**src/rtl/core/efc_pkg.sv**
```systemverilog
// ----------------------------------------------------------------------------
// efc_pkg
// types, constants and codes shared by the event fifo modules
// ----------------------------------------------------------------------------
package efc_pkg;

    localparam int DEPTH      = 32;
    localparam int NUM_TYPES  = 16;
    localparam logic [7:0] VOID_TYPE = 8'd0;

    localparam int PTR_W      = (DEPTH > 1) ? $clog2(DEPTH) : 1;
    localparam int CNT_W      = $clog2(DEPTH + 1);
    localparam int TYPE_IDX_W = (NUM_TYPES > 1) ? $clog2(NUM_TYPES) : 1;

    localparam int CMDQ_DEPTH = 2;

    // opcodes
    localparam logic [1:0] OP_PUSH  = 2'd0;
    localparam logic [1:0] OP_POP   = 2'd1;
    localparam logic [1:0] OP_QUERY = 2'd2;

    // result status codes
    localparam logic [1:0] ST_OK       = 2'd0;
    localparam logic [1:0] ST_EMPTY    = 2'd1;
    localparam logic [1:0] ST_OVERFLOW = 2'd2;
    localparam logic [1:0] ST_HALTED   = 2'd3;

    localparam logic [7:0] PEND_SAT   = 8'd254;
    localparam logic [7:0] PEND_EMPTY = 8'd255;

    // config register indexes
    localparam logic REG_OVF_MON = 1'b0;

    typedef enum logic [1:0] {
        CMD_PUSH  = 2'd0,
        CMD_POP   = 2'd1,
        CMD_QUERY = 2'd2,
        CMD_NOP   = 2'd3
    } cmd_kind_t;

    typedef struct packed {
        cmd_kind_t   kind;
        logic        in_range;
        logic        is_void;
        logic [7:0]  event_id;
        logic [31:0] aux_data;
        logic [63:0] timestamp;
    } cmd_t;

    typedef struct packed {
        logic full;
        logic not_empty;
    } cmdq_status_t;

endpackage

```
**src/rtl/core/efc_front.sv**
```systemverilog
// ----------------------------------------------------------------------------
// efc_front
// accepts input beats and classifies them into queue commands
// ----------------------------------------------------------------------------
module efc_front (
    input  logic                  in_valid,
    output logic                  in_ready,
    input  logic [1:0]            opcode,
    input  logic [7:0]            event_id,
    input  logic [31:0]           aux_data,
    input  logic [63:0]           timestamp_us,
    input  efc_pkg::cmdq_status_t q_status,
    output logic                  q_push,
    output efc_pkg::cmd_t         q_cmd
);
    import efc_pkg::*;

    assign in_ready = !q_status.full;
    assign q_push   = in_valid && !q_status.full;

    always_comb
    begin
        q_cmd           = '0;
        q_cmd.event_id  = event_id;
        q_cmd.aux_data  = aux_data;
        q_cmd.timestamp = timestamp_us;
        q_cmd.in_range  = (32'(event_id) < 32'(NUM_TYPES));
        q_cmd.is_void   = (event_id == VOID_TYPE);
        unique case (opcode)
            OP_PUSH:  q_cmd.kind = CMD_PUSH;
            OP_POP:   q_cmd.kind = CMD_POP;
            OP_QUERY: q_cmd.kind = CMD_QUERY;
            default:  q_cmd.kind = CMD_NOP;
        endcase
    end

endmodule

```
**src/rtl/core/efc_cmd_queue.sv**
```systemverilog
// ----------------------------------------------------------------------------
// efc_cmd_queue
// two-entry command queue between the front and the back
// ----------------------------------------------------------------------------
module efc_cmd_queue (
    input  logic                  clk,
    input  logic                  rst_n,
    input  logic                  push,
    input  efc_pkg::cmd_t         push_cmd,
    input  logic                  pop,
    output efc_pkg::cmd_t         head_cmd,
    output efc_pkg::cmdq_status_t status
);
    import efc_pkg::*;

    localparam int QP_W = (CMDQ_DEPTH > 1) ? $clog2(CMDQ_DEPTH) : 1;
    localparam int QC_W = $clog2(CMDQ_DEPTH + 1);

    cmd_t            slot_reg [CMDQ_DEPTH];
    logic [QP_W-1:0] wr_reg, wr_next;
    logic [QP_W-1:0] rd_reg, rd_next;
    logic [QC_W-1:0] cnt_reg, cnt_next;

    function automatic logic [QP_W-1:0] bump(input logic [QP_W-1:0] p);
        bump = (32'(p) == CMDQ_DEPTH - 1) ? '0 : p + 1'b1;
    endfunction

    assign status.full      = (32'(cnt_reg) == CMDQ_DEPTH);
    assign status.not_empty = (cnt_reg != '0);
    assign head_cmd         = slot_reg[rd_reg];

    always_comb
    begin
        wr_next  = push ? bump(wr_reg) : wr_reg;
        rd_next  = pop ? bump(rd_reg) : rd_reg;
        cnt_next = cnt_reg + QC_W'(push) - QC_W'(pop);
    end

    always_ff @(posedge clk or negedge rst_n)
    begin
        if (!rst_n)
        begin
            wr_reg  <= '0;
            rd_reg  <= '0;
            cnt_reg <= '0;
        end
        else
        begin
            wr_reg  <= wr_next;
            rd_reg  <= rd_next;
            cnt_reg <= cnt_next;
        end
    end

    always_ff @(posedge clk)
    begin
        if (push)
            slot_reg[wr_reg] <= push_cmd;
    end

endmodule

```
**src/rtl/core/efc_back.sv**
```systemverilog
// ----------------------------------------------------------------------------
// efc_back
// executes queued commands on the ring buffer and counters, holds the result
// ----------------------------------------------------------------------------
module efc_back (
    input  logic                  clk,
    input  logic                  rst_n,
    input  efc_pkg::cmdq_status_t q_status,
    input  efc_pkg::cmd_t         q_cmd,
    output logic                  q_pop,
    input  logic [4:0]            ovf_monitor,
    output logic                  out_valid,
    input  logic                  out_ready,
    output logic [1:0]            status,
    output logic [7:0]            out_event_id,
    output logic [31:0]           out_aux_data,
    output logic [63:0]           out_timestamp,
    output logic [7:0]            pending,
    output logic [31:0]           stat_count,
    output logic [4:0]            monitor_mark
);
    import efc_pkg::*;

    // ring buffer storage
    logic [7:0]  type_mem [DEPTH];
    logic [31:0] aux_mem  [DEPTH];
    logic [63:0] time_mem [DEPTH];

    logic [PTR_W-1:0] wr_ptr_reg, wr_ptr_next;
    logic [PTR_W-1:0] rd_ptr_reg, rd_ptr_next;
    logic [CNT_W-1:0] fill_reg, fill_next;
    logic [31:0]      type_cnt_reg [NUM_TYPES];
    logic [31:0]      total_reg, total_next;
    logic             halted_reg, halted_next;
    logic             out_valid_reg, out_valid_next;

    logic [1:0]  status_reg, status_next;
    logic [7:0]  pending_reg, pending_next;
    logic [31:0] stat_reg, stat_next;
    logic [4:0]  mark_reg, mark_next;
    logic [7:0]  oid_reg;
    logic [31:0] oaux_reg;
    logic [63:0] ots_reg;

    logic                  take;
    logic                  mem_we;
    logic                  pop_rd;
    logic                  cnt_we;
    logic [TYPE_IDX_W-1:0] type_idx;
    logic [CNT_W-1:0]      left;

    function automatic logic [PTR_W-1:0] next_slot(input logic [PTR_W-1:0] p);
        next_slot = (32'(p) == DEPTH - 1) ? '0 : p + 1'b1;
    endfunction

    assign take     = q_status.not_empty && (!out_valid_reg || out_ready);
    assign q_pop    = take;
    assign type_idx = q_cmd.event_id[TYPE_IDX_W-1:0];
    assign left     = fill_reg - 1'b1;

    always_comb
    begin
        wr_ptr_next  = wr_ptr_reg;
        rd_ptr_next  = rd_ptr_reg;
        fill_next    = fill_reg;
        total_next   = total_reg;
        halted_next  = halted_reg;
        status_next  = status_reg;
        pending_next = pending_reg;
        stat_next    = stat_reg;
        mark_next    = mark_reg;
        mem_we       = 1'b0;
        pop_rd       = 1'b0;
        cnt_we       = 1'b0;
        if (take)
        begin
            status_next  = ST_OK;
            pending_next = '0;
            stat_next    = '0;
            mark_next    = '0;
            if (halted_reg)
            begin
                status_next = ST_HALTED;
            end
            else
            begin
                unique case (q_cmd.kind)
                    CMD_PUSH:
                    begin
                        if (32'(fill_reg) == DEPTH)
                        begin
                            halted_next = 1'b1;
                            status_next = ST_OVERFLOW;
                            mark_next   = ovf_monitor;
                        end
                        else
                        begin
                            mem_we      = 1'b1;
                            wr_ptr_next = next_slot(wr_ptr_reg);
                            fill_next   = fill_reg + 1'b1;
                            cnt_we      = q_cmd.in_range;
                            total_next  = total_reg + 32'd1;
                        end
                    end
                    CMD_POP:
                    begin
                        if (fill_reg == '0)
                        begin
                            status_next  = ST_EMPTY;
                            pending_next = PEND_EMPTY;
                        end
                        else
                        begin
                            pop_rd       = 1'b1;
                            rd_ptr_next  = next_slot(rd_ptr_reg);
                            fill_next    = left;
                            pending_next = (32'(left) > 32'(PEND_SAT)) ? PEND_SAT : 8'(left);
                        end
                    end
                    CMD_QUERY:
                    begin
                        if (q_cmd.is_void)
                            stat_next = total_reg;
                        else if (q_cmd.in_range)
                            stat_next = type_cnt_reg[type_idx];
                    end
                    CMD_NOP:
                    begin
                        status_next = ST_OK;
                    end
                    default:
                    begin
                        status_next = ST_OK;
                    end
                endcase
            end
        end
    end

    always_comb
    begin
        if (take)
            out_valid_next = 1'b1;
        else if (out_ready)
            out_valid_next = 1'b0;
        else
            out_valid_next = out_valid_reg;
    end

    always_ff @(posedge clk or negedge rst_n)
    begin
        if (!rst_n)
        begin
            wr_ptr_reg    <= '0;
            rd_ptr_reg    <= '0;
            fill_reg      <= '0;
            total_reg     <= '0;
            halted_reg    <= 1'b0;
            out_valid_reg <= 1'b0;
            for (int i = 0; i < NUM_TYPES; i++)
                type_cnt_reg[i] <= '0;
        end
        else
        begin
            wr_ptr_reg    <= wr_ptr_next;
            rd_ptr_reg    <= rd_ptr_next;
            fill_reg      <= fill_next;
            total_reg     <= total_next;
            halted_reg    <= halted_next;
            out_valid_reg <= out_valid_next;
            if (cnt_we)
                type_cnt_reg[type_idx] <= type_cnt_reg[type_idx] + 32'd1;
        end
    end

    // ring buffer write port
    always_ff @(posedge clk)
    begin
        if (mem_we)
        begin
            type_mem[wr_ptr_reg] <= q_cmd.event_id;
            aux_mem[wr_ptr_reg]  <= q_cmd.aux_data;
            time_mem[wr_ptr_reg] <= q_cmd.timestamp;
        end
    end

    // registered read port and result payload
    always_ff @(posedge clk)
    begin
        status_reg  <= status_next;
        pending_reg <= pending_next;
        stat_reg    <= stat_next;
        mark_reg    <= mark_next;
        if (take)
        begin
            if (pop_rd)
            begin
                oid_reg  <= type_mem[rd_ptr_reg];
                oaux_reg <= aux_mem[rd_ptr_reg];
                ots_reg  <= time_mem[rd_ptr_reg];
            end
            else
            begin
                oid_reg  <= '0;
                oaux_reg <= '0;
                ots_reg  <= '0;
            end
        end
    end

    assign out_valid     = out_valid_reg;
    assign status        = status_reg;
    assign out_event_id  = oid_reg;
    assign out_aux_data  = oaux_reg;
    assign out_timestamp = ots_reg;
    assign pending       = pending_reg;
    assign stat_count    = stat_reg;
    assign monitor_mark  = mark_reg;

endmodule

```
**src/rtl/core/event_fifo_with_type_counters_unit.sv**
```systemverilog
// ----------------------------------------------------------------------------
// event_fifo_with_type_counters_unit
// circular event queue with per-type and total push counters
// ----------------------------------------------------------------------------
// an input beat passes through the command queue, then the result register, to become a result beat
// throughput: one item per cycle while out_ready holds; the back executes one queued command per cycle
// a full command queue or an unread result register stalls input
// reset clears pointers, fill count, counters, halt flag and overflow_monitor
// event storage is not cleared; there is no clearing pass after reset
module event_fifo_with_type_counters_unit (
    input  logic        clk,
    input  logic        rst_n,
    input  logic        psel,
    input  logic        penable,
    input  logic        pwrite,
    input  logic [2:0]  paddr,
    input  logic [31:0] pwdata,
    output logic [31:0] prdata,
    output logic        pready,
    input  logic        in_valid,
    output logic        in_ready,
    input  logic [1:0]  opcode,
    input  logic [7:0]  event_id,
    input  logic [31:0] aux_data,
    input  logic [63:0] timestamp_us,
    output logic        out_valid,
    input  logic        out_ready,
    output logic [1:0]  status,
    output logic [7:0]  out_event_id,
    output logic [31:0] out_aux_data,
    output logic [63:0] out_timestamp,
    output logic [7:0]  pending,
    output logic [31:0] stat_count,
    output logic [4:0]  monitor_mark
);
    import efc_pkg::*;

    logic [4:0]   ovf_mon_reg;
    logic         q_push;
    logic         q_pop;
    cmd_t         push_cmd;
    cmd_t         head_cmd;
    cmdq_status_t q_status;

    assign pready = 1'b1;
    assign prdata = (paddr[2] == REG_OVF_MON) ? {27'd0, ovf_mon_reg} : 32'd0;

    always_ff @(posedge clk or negedge rst_n)
    begin
        if (!rst_n)
            ovf_mon_reg <= '0;
        else if (psel && penable && pwrite && (paddr[2] == REG_OVF_MON))
            ovf_mon_reg <= pwdata[4:0];
    end

    efc_front u_front (
        .in_valid     (in_valid),
        .in_ready     (in_ready),
        .opcode       (opcode),
        .event_id     (event_id),
        .aux_data     (aux_data),
        .timestamp_us (timestamp_us),
        .q_status     (q_status),
        .q_push       (q_push),
        .q_cmd        (push_cmd)
    );

    efc_cmd_queue u_queue (
        .clk      (clk),
        .rst_n    (rst_n),
        .push     (q_push),
        .push_cmd (push_cmd),
        .pop      (q_pop),
        .head_cmd (head_cmd),
        .status   (q_status)
    );

    efc_back u_back (
        .clk           (clk),
        .rst_n         (rst_n),
        .q_status      (q_status),
        .q_cmd         (head_cmd),
        .q_pop         (q_pop),
        .ovf_monitor   (ovf_mon_reg),
        .out_valid     (out_valid),
        .out_ready     (out_ready),
        .status        (status),
        .out_event_id  (out_event_id),
        .out_aux_data  (out_aux_data),
        .out_timestamp (out_timestamp),
        .pending       (pending),
        .stat_count    (stat_count),
        .monitor_mark  (monitor_mark)
    );

endmodule

```
**config.mk**
```make
export PLATFORM = sky130hd
export DESIGN_NAME = event_fifo_with_type_counters_unit
export DESIGN_NICKNAME = d
export VERILOG_FILES = /design/src/rtl/core/efc_pkg.sv /design/src/rtl/core/efc_front.sv /design/src/rtl/core/efc_cmd_queue.sv /design/src/rtl/core/efc_back.sv /design/src/rtl/core/event_fifo_with_type_counters_unit.sv
export SDC_FILE = /design/constraint.sdc
export NUM_CORES = 2
export LEC_CHECK = 0
export BUFFER_PORTS_ARGS = -buffer_cell sky130_fd_sc_hd__buf_4
export CELL_PAD_IN_SITES_DETAIL_PLACEMENT = 0
export CELL_PAD_IN_SITES_GLOBAL_PLACEMENT = 1
export CORE_ASPECT_RATIO = 2
export CORE_UTILIZATION = 23
export DETAILED_ROUTE_END_ITERATION = 8
export PLACE_DENSITY = 0.48
export SLEW_MARGIN = 20
export SYNTH_ARGS = -nofsm -noshare
export SYNTH_HDL_FRONTEND = slang
export SYNTH_SLANG_ARGS = --single-unit
```
**constraint.sdc**
```tcl
create_clock -name clk -period 7.4 [get_ports clk]
set_input_delay 1.48 -clock clk [delete_from_list [all_inputs] [get_ports clk]]
set_output_delay 1.48 -clock clk [all_outputs]
set_load 0.05 [all_outputs]
```
Word-level counts from Yosys, hierarchy flattened
Memory sizes are Yosys's and may differ from the RTL's. A register that Yosys moved wholly into a read port is not among the register bits.
Cells that the tools add are included.
- add/subtract/negate cells: 10
- eq/ne operators: 10
- order comparisons: 3
- bitwise logic cells: 8
- reduce and logical (&&, ||, !) cells: 25
- multiplexer cells: 42
- operator list (operator ; count):
    $bwmux W512 ; 1
    $mux W32 ; 5
    $bmux W32 S4 ; 1
    $demux W32 S4 ; 1
    $add A32 B1 Y32 const B ; 2
    $mux W1 ; 24
    $mux W5 ; 3
    $mux W6 ; 2
    $pmux W6 S2 ; 1
    $add A5 B1 Y5 const B ; 2
    $eq A5 B5 Y1 const B ; 2
    $logic_not A8 Y1 ; 1
    $lt A8 B5 Y1 const B ; 1
    $mux W8 ; 1
    $reduce_and A4 Y1 ; 2
    $not A1 Y1 ; 7
    $add A6 B1 Y6 const B ; 1
    $eq A2 B2 Y1 const B ; 3
    $eq A6 B6 Y1 const B ; 1
    $logic_and A1 B1 Y1 ; 6
    $logic_not A6 Y1 ; 1
    $pmux W2 S3 ; 1
    $reduce_bool A2 Y1 ; 3
    $sub A6 B1 Y6 const B ; 1
    other kinds (16) ; 25
- register bits: 618
- RAM bits: 3544
- logic and storage cells: 132
- memories kept: 4
- memories (name ; words ; bits a word ; rd ports ; clocked after Yosys merged registers in ; write ports ; line ; source):
    u_back.time_mem ; 32 ; 64 ; 1 ; 1 ; 1 ; efc_back.sv:27 ; logic [63:0] time_mem [DEPTH];
    u_back.aux_mem ; 32 ; 32 ; 1 ; 1 ; 1 ; efc_back.sv:26 ; logic [31:0] aux_mem [DEPTH];
    u_back.type_mem ; 32 ; 8 ; 1 ; 1 ; 1 ; efc_back.sv:25 ; logic [7:0] type_mem [DEPTH];
    u_queue.slot_reg ; 2 ; 108 ; 1 ; 0 ; 1 ; efc_cmd_queue.sv:19 ; cmd_t slot_reg [CMDQ_DEPTH];

Longest topological paths before layout
- word-level depth: 7
- depth in mapped cells: 18
- mapped depth without buffers: 13

Modules after synthesis
A second synthesis with hierarchy kept.
- cells, all modules: 7892
- area total of the unflattened synthesis: 165404.9 µm²
- modules (own cells, without submodules) (module ; area an instance (µm²) ; cells an instance ; instances):
    efc_back ; 156097.2 ; 7384 ; 1
    efc_cmd_queue ; 8017.7 ; 351 ; 1
    efc_front ; 823.3 ; 111 ; 1
    event_fifo_with_type_counters_unit ; 466.7 ; 46 ; 1

Worst setup path before layout
No wires, ideal clock.
- path kind: input -> register
- from: input out_ready
- to: memory u_back.aux_mem[30][0], enable pin
- arrival: 7.443 ns
- stages on the path: 7
- data required time: 6.832 ns
- setup time: 0.568 ns
- slack: -0.611 ns
- path buffers: 2
- cells stage by stage: nand2b_1 o21ai_1 a2111oi_2 clkbuf_1 buf_1 nand2_1 nor2_1
- cells in the longest elaborated chain, start to end: 5
- RTL lines (element ; line ; source):
    start, declared ; event_fifo_with_type_counters_unit.sv:27 ; input logic out_ready,
    $logic_or A1 B1 Y1 ; efc_back.sv:56 ; assign take = q_status.not_empty && (!out_valid_reg || out_ready);
    $logic_and A1 B1 Y1 ; efc_back.sv:56 ;
    $mux W1 ; efc_back.sv:75 ; if (take)
    $mux W1 ; efc_back.sv:179 ; if (mem_we)
    $mux W1 (not written as such) ; efc_back.sv:182 ; aux_mem[wr_ptr_reg] <= q_cmd.aux_data;
    end, declared ; efc_back.sv:26 ;
Every way passes these cells.

Final worst setup path
- from: register u_queue.rd_reg
- to: register u_back.type_cnt_reg[26] in the netlist's numbering
- cells in the longest elaborated chain, start to end: 7
- RTL lines (element ; line ; source):
    start, declared ; efc_cmd_queue.sv:21 ; logic [QP_W-1:0] rd_reg, rd_next;
    start signal, assigned ; efc_cmd_queue.sv:50 ; rd_reg <= rd_next;
    $mem_v2 Z2 W108 (*) ; - ;
    $not A4 Y5 (not written as such) ; efc_back.sv:172 ; type_cnt_reg[type_idx] <= type_cnt_reg[type_idx] + 32'd1;
    $bmux W32 S4 (tied with other cells) ; efc_back.sv:172 ;
    $mux W32 (not written as such) / $logic_and A1 B1 Y1 (equally long branches) ; efc_back.sv:172 ;
    $mux W32 (not written as such) ; efc_back.sv:172 ;
    $add A32 B1 Y32 / $demux W32 S4 (equally long branches) ; efc_back.sv:172 ;
    $bwmux W512 ; efc_back.sv:172 ;
    end signal, assigned by index ; efc_back.sv:172 ;
    end, declared ; efc_back.sv:32 ; logic [31:0] type_cnt_reg [NUM_TYPES];
Mark *: on every way between the ends. The rest lies on a longest branch, timed or not. The select of a mux whose other input is x is not followed.
A chain may end at the register's enable or synchronous reset.

==> results.md <==
| Quantity | Reported | Unit |
|---|---|---|
| Status | complete, no violations | - |
| Clock network fraction of total power | 0.282 | - |
| Maximum fanout encountered on the critical timing path | 30 | - |
| Standard cell area after detailed placement | 182000 | sq um |
| Number of vias per cell after detailed routing | 4.49 | - |
| Share of synthesized registers carrying an async set or reset | 0.134 | - |
| RD Place Congestion | 0.794 | - |
| Wirelength per Cell | 28.3 | um |
| Non-filler instance count after layout | 18744 | - |
| Clk Latency, worst-skew pair | 1080 | ps |
| Post-cts resize count | 0 | - |
| Number of instances in the synthesized netlist | 8423 | - |
| Clock root buffer | sky130_fd_sc_hd__clkbuf_16 | - |
| Total overflow reported by the global router | 0 | - |
| Floorplan die area | 729000 | sq um |
| Most frequent cells in the layout | 3694 x sky130_fd_sc_hd__edfxtp_1, 1083 x sky130_fd_sc_hd__mux4_2, 619 x sky130_fd_sc_hd__nand2_1 | - |
| Pins over their slew limit | 0 | - |
| Clock net sink count | 4265 | - |
| CTS Buffer Depth | 5 | - |
| Clock tree from TritonCTS | built | - |
| Setup Total Neg Slack | 0 | ps |
| Max cap viols | 0 | - |
| Via count | 84168 | - |
| Largest clock skew in the final design | 136 | ps |
| Final clock period utilization by the worst path | 0.773 | - |
| Crit path capture type | flop | - |
| Leak pwr | 0.0643 | uW |
| Cell types with the largest area share after synthesis | sky130_fd_sc_hd__edfxtp_1 66%, sky130_fd_sc_hd__mux4_2 15%, sky130_fd_sc_hd__dfrtp_1 8.6%, sky130_fd_sc_hd__nand2_1 1.4%, sky130_fd_sc_hd__mux2i_1 1.0% | - |
| Hold/Removal Path Class | in -> async | - |
| Worst Path Arrival | 6610 | ps |
| DRC violations left | 0 | - |
| Setup-failing EPs final | 0 | - |
| Number of global-route vias before repair | 91372 | - |
| Data required time of the critical path | 8290 | ps |
| Vertical die dimension | 1.21 | mm |
| Portion of total power attributed to sequential cells | 0.419 | - |
| Hold Buf Count CTS | 0 | - |
| Register clock-pin slew on the reported worst setup and hold paths | 70 | ps |
| Post-route antenna net violation count | 0 | - |
| Cell Int Power | 51700 | uW |
| Number of flip-flops under the largest register name | 2048 | - |
| Leading cell type in the layout, fill and taps excluded | sky130_fd_sc_hd__edfxtp_1 | - |
| First-pass GRT wire length | 734 | mm |
| Initial standard-cell utilization of the core | 0.231 | - |
| Switching Fraction | 0.325 | - |
| Net switching power figure | 24900 | uW |
| Count of input and output buffers | 276 | - |
| Fin area | 196000 | sq um |
| Library cell with the largest summed area after synthesis | sky130_fd_sc_hd__edfxtp_1 | - |
| Total detailed-routing wirelength | 531 | mm |
| Total global-route track usage | 0.144 | - |
| Fraction of layout instances using a drive strength above 1 | 0.275 | - |
| Detailed Route Iter0 Violations | 6201 | - |
| Most used flip-flop cell after synthesis | sky130_fd_sc_hd__edfxtp_1 | - |
| Fraction of the core area covered by cells at the end of the flow | 0.271 | - |
| RSZ-0062 raised after global routing | false | - |
| Die extent in x | 604 | um |
| Area of the mapped netlist | 167000 | sq um |
| Total placed cells including tap cells | 17993 | - |
| Number of flip-flops and latches in the synthesized netlist | 4265 | - |
| Highest attainable clock frequency | 175 | MHz |
| Yosys warning count | 0 | - |
| Number of synthesized flops with an enable pin | 3694 | - |
| Worst rel slew slack | 0.121 | - |
| Hold violation count in the final report | 0 | - |
| Power density over cell area | 391 | nW/um^2 |
| Proportion of netlist area held by the largest area contributor | 0.665 | - |
| Distinct cells, synth | 78 | - |
| Mean instance size in the synthesized netlist | 19.8 | sq um |
| HPWL Detailed | 288 | mm |
| Transition time of the tightest slew-check pin | 1320 | ps |
| Antenna violations before repair | 28 | - |
| Worst vdd ir | 0.000319 | V |
| Combinational fraction of design power | 0.298 | - |
| Number of buffers created by CTS | 415 | - |
| Count of pins on the block boundary | 334 | - |
| Post-Place Worst Slack | 1670 | ps |
| H-tree level count | 5 | - |
| Row count | 442 | - |
| Shortest clock period the worst path allows after layout | 5720 | ps |
| Signed area change from the synthesized netlist to the final layout | 17.3 | % |
| Worst path setup slack after routing | 1680 | ps |
| Path type of the worst setup path | reg -> reg | - |
| Worst setup SP type | flop | - |
| Detailed-routing iteration count for the pre-antenna-repair pass | 7 | - |
| Number of nets in the finished design | 9025 | - |
| Pin count of the biggest net entering global routing | 173 | - |
| Placeable core region | 723000 | sq um |
| Register area share after synthesis | 0.750 | - |
| Setup Fix Bufs, Post-CTS | 0 | - |
[critical path, cell delays in order, from the launching register on]
cell and delay, ps:
sky130_fd_sc_hd__dfrtp_4 650, sky130_fd_sc_hd__mux2i_4 270, sky130_fd_sc_hd__inv_4 570, sky130_fd_sc_hd__buf_4 570, sky130_fd_sc_hd__mux4_2 320, sky130_fd_sc_hd__nor2_1 60, sky130_fd_sc_hd__nor4_4 570, sky130_fd_sc_hd__nand4_2 370
sky130_fd_sc_hd__or4b_4 710, sky130_fd_sc_hd__nor4_4 370, sky130_fd_sc_hd__xor2_2 750, sky130_fd_sc_hd__mux2_2 290
[stage by stage]
stage / power [uW] / hold WS [ps]
3_3_place_gp: 55500 / 457
2_1_floorplan: 47400 / 433
3_5_place_dp: 56100 / 460
5_1_grt: 79900 / 415
4_1_cts: 78000 / 348
6_report: 76500 / 415
[Yosys cell counts (28+ instances only)]
cell type and n:
sky130_fd_sc_hd__nand3_1 116, sky130_fd_sc_hd__o21ai_0 311, sky130_fd_sc_hd__dfrtp_1 571, sky130_fd_sc_hd__mux2i_1 175
sky130_fd_sc_hd__a21oi_1 73, sky130_fd_sc_hd__a21o_1 175, sky130_fd_sc_hd__buf_2 51, sky130_fd_sc_hd__xor2_1 28
sky130_fd_sc_hd__buf_1 71, sky130_fd_sc_hd__clkbuf_1 391, sky130_fd_sc_hd__edfxtp_1 3694, sky130_fd_sc_hd__xnor2_1 37
sky130_fd_sc_hd__nor2_1 378, sky130_fd_sc_hd__mux4_2 1083, sky130_fd_sc_hd__nand2_1 636, sky130_fd_sc_hd__buf_4 40
sky130_fd_sc_hd__or3_1 34, sky130_fd_sc_hd__mux2_2 146, sky130_fd_sc_hd__a41oi_1 38, sky130_fd_sc_hd__a22oi_1 44
sky130_fd_sc_hd__a31oi_1 33, sky130_fd_sc_hd__nor3_1 28
[kinds of logic (layout without fill, tap and decap cells)]
family | count (synthesis) | after routing | synth area share
compound gates | 758 | 758 | 0.0286
mux | 1404 | 1404 | 0.166
fa+ha+maj | 13 | 13 | 0.000975
buf+inv | 575 | 1317 | 0.0146
other cells | 2 | 35 | 0.0000450
flops | 4265 | 4265 | 0.750
xor+xnor | 67 | 67 | 0.00361
simple gates | 1339 | 1339 | 0.0355
[power by group through the flow]
stage | Clock [uW] | Combinational, uW | Sequential [uW]
final | 21600 | 22800 | 32100
after global routing | 23000 | 24600 | 32300
after CTS | 22300 | 23500 | 32100
after detailed placement | 0 | 23500 | 32600
after global placement | 0 | 23000 | 32500
after floorplan | 0 | 14300 | 33200
[path summary, 6_finish.rpt]
kind / slack [ps] / startpoint / end / cells past startpoint
worst max-delay path: 1680 / u_queue.rd_reg / u_back.type_cnt_reg[26] / 11
worst min-delay path: 410 / rst_n / ovf_mon_reg[0] / 1
worst max register to register: 1680 / u_queue.rd_reg / u_back.type_cnt_reg[26] / 11
worst min register to register: 470 / u_back.type_cnt_reg[54] / u_back.type_cnt_reg[54] / 2
max in group asynchronous: 5390 / rst_n / u_queue.rd_reg / 2
min in group clk: 470 / u_back.type_cnt_reg[54] / u_back.type_cnt_reg[54] / 2
[layer usage]
metal,track usage,wire length (um)
met4,0.0555,20800
met5,0,63
met1,0.160,198000
met3,0.0165,18800
met2,0.276,293000
[final cells by class]
cell class | count | area (sq um)
tap | 9546 | 11900
fill | 72215 | 528000
clock inverter | 249 | 2500
multi-input combinational | 3609 | 39800
clock buffer | 495 | 10900
antenna | 7 | 17.5
inverter | 15 | 71.3
timing repair buffer | 558 | 5310
sequential | 4265 | 125000
No activity file was read; power rests on OpenSTA's default activity.
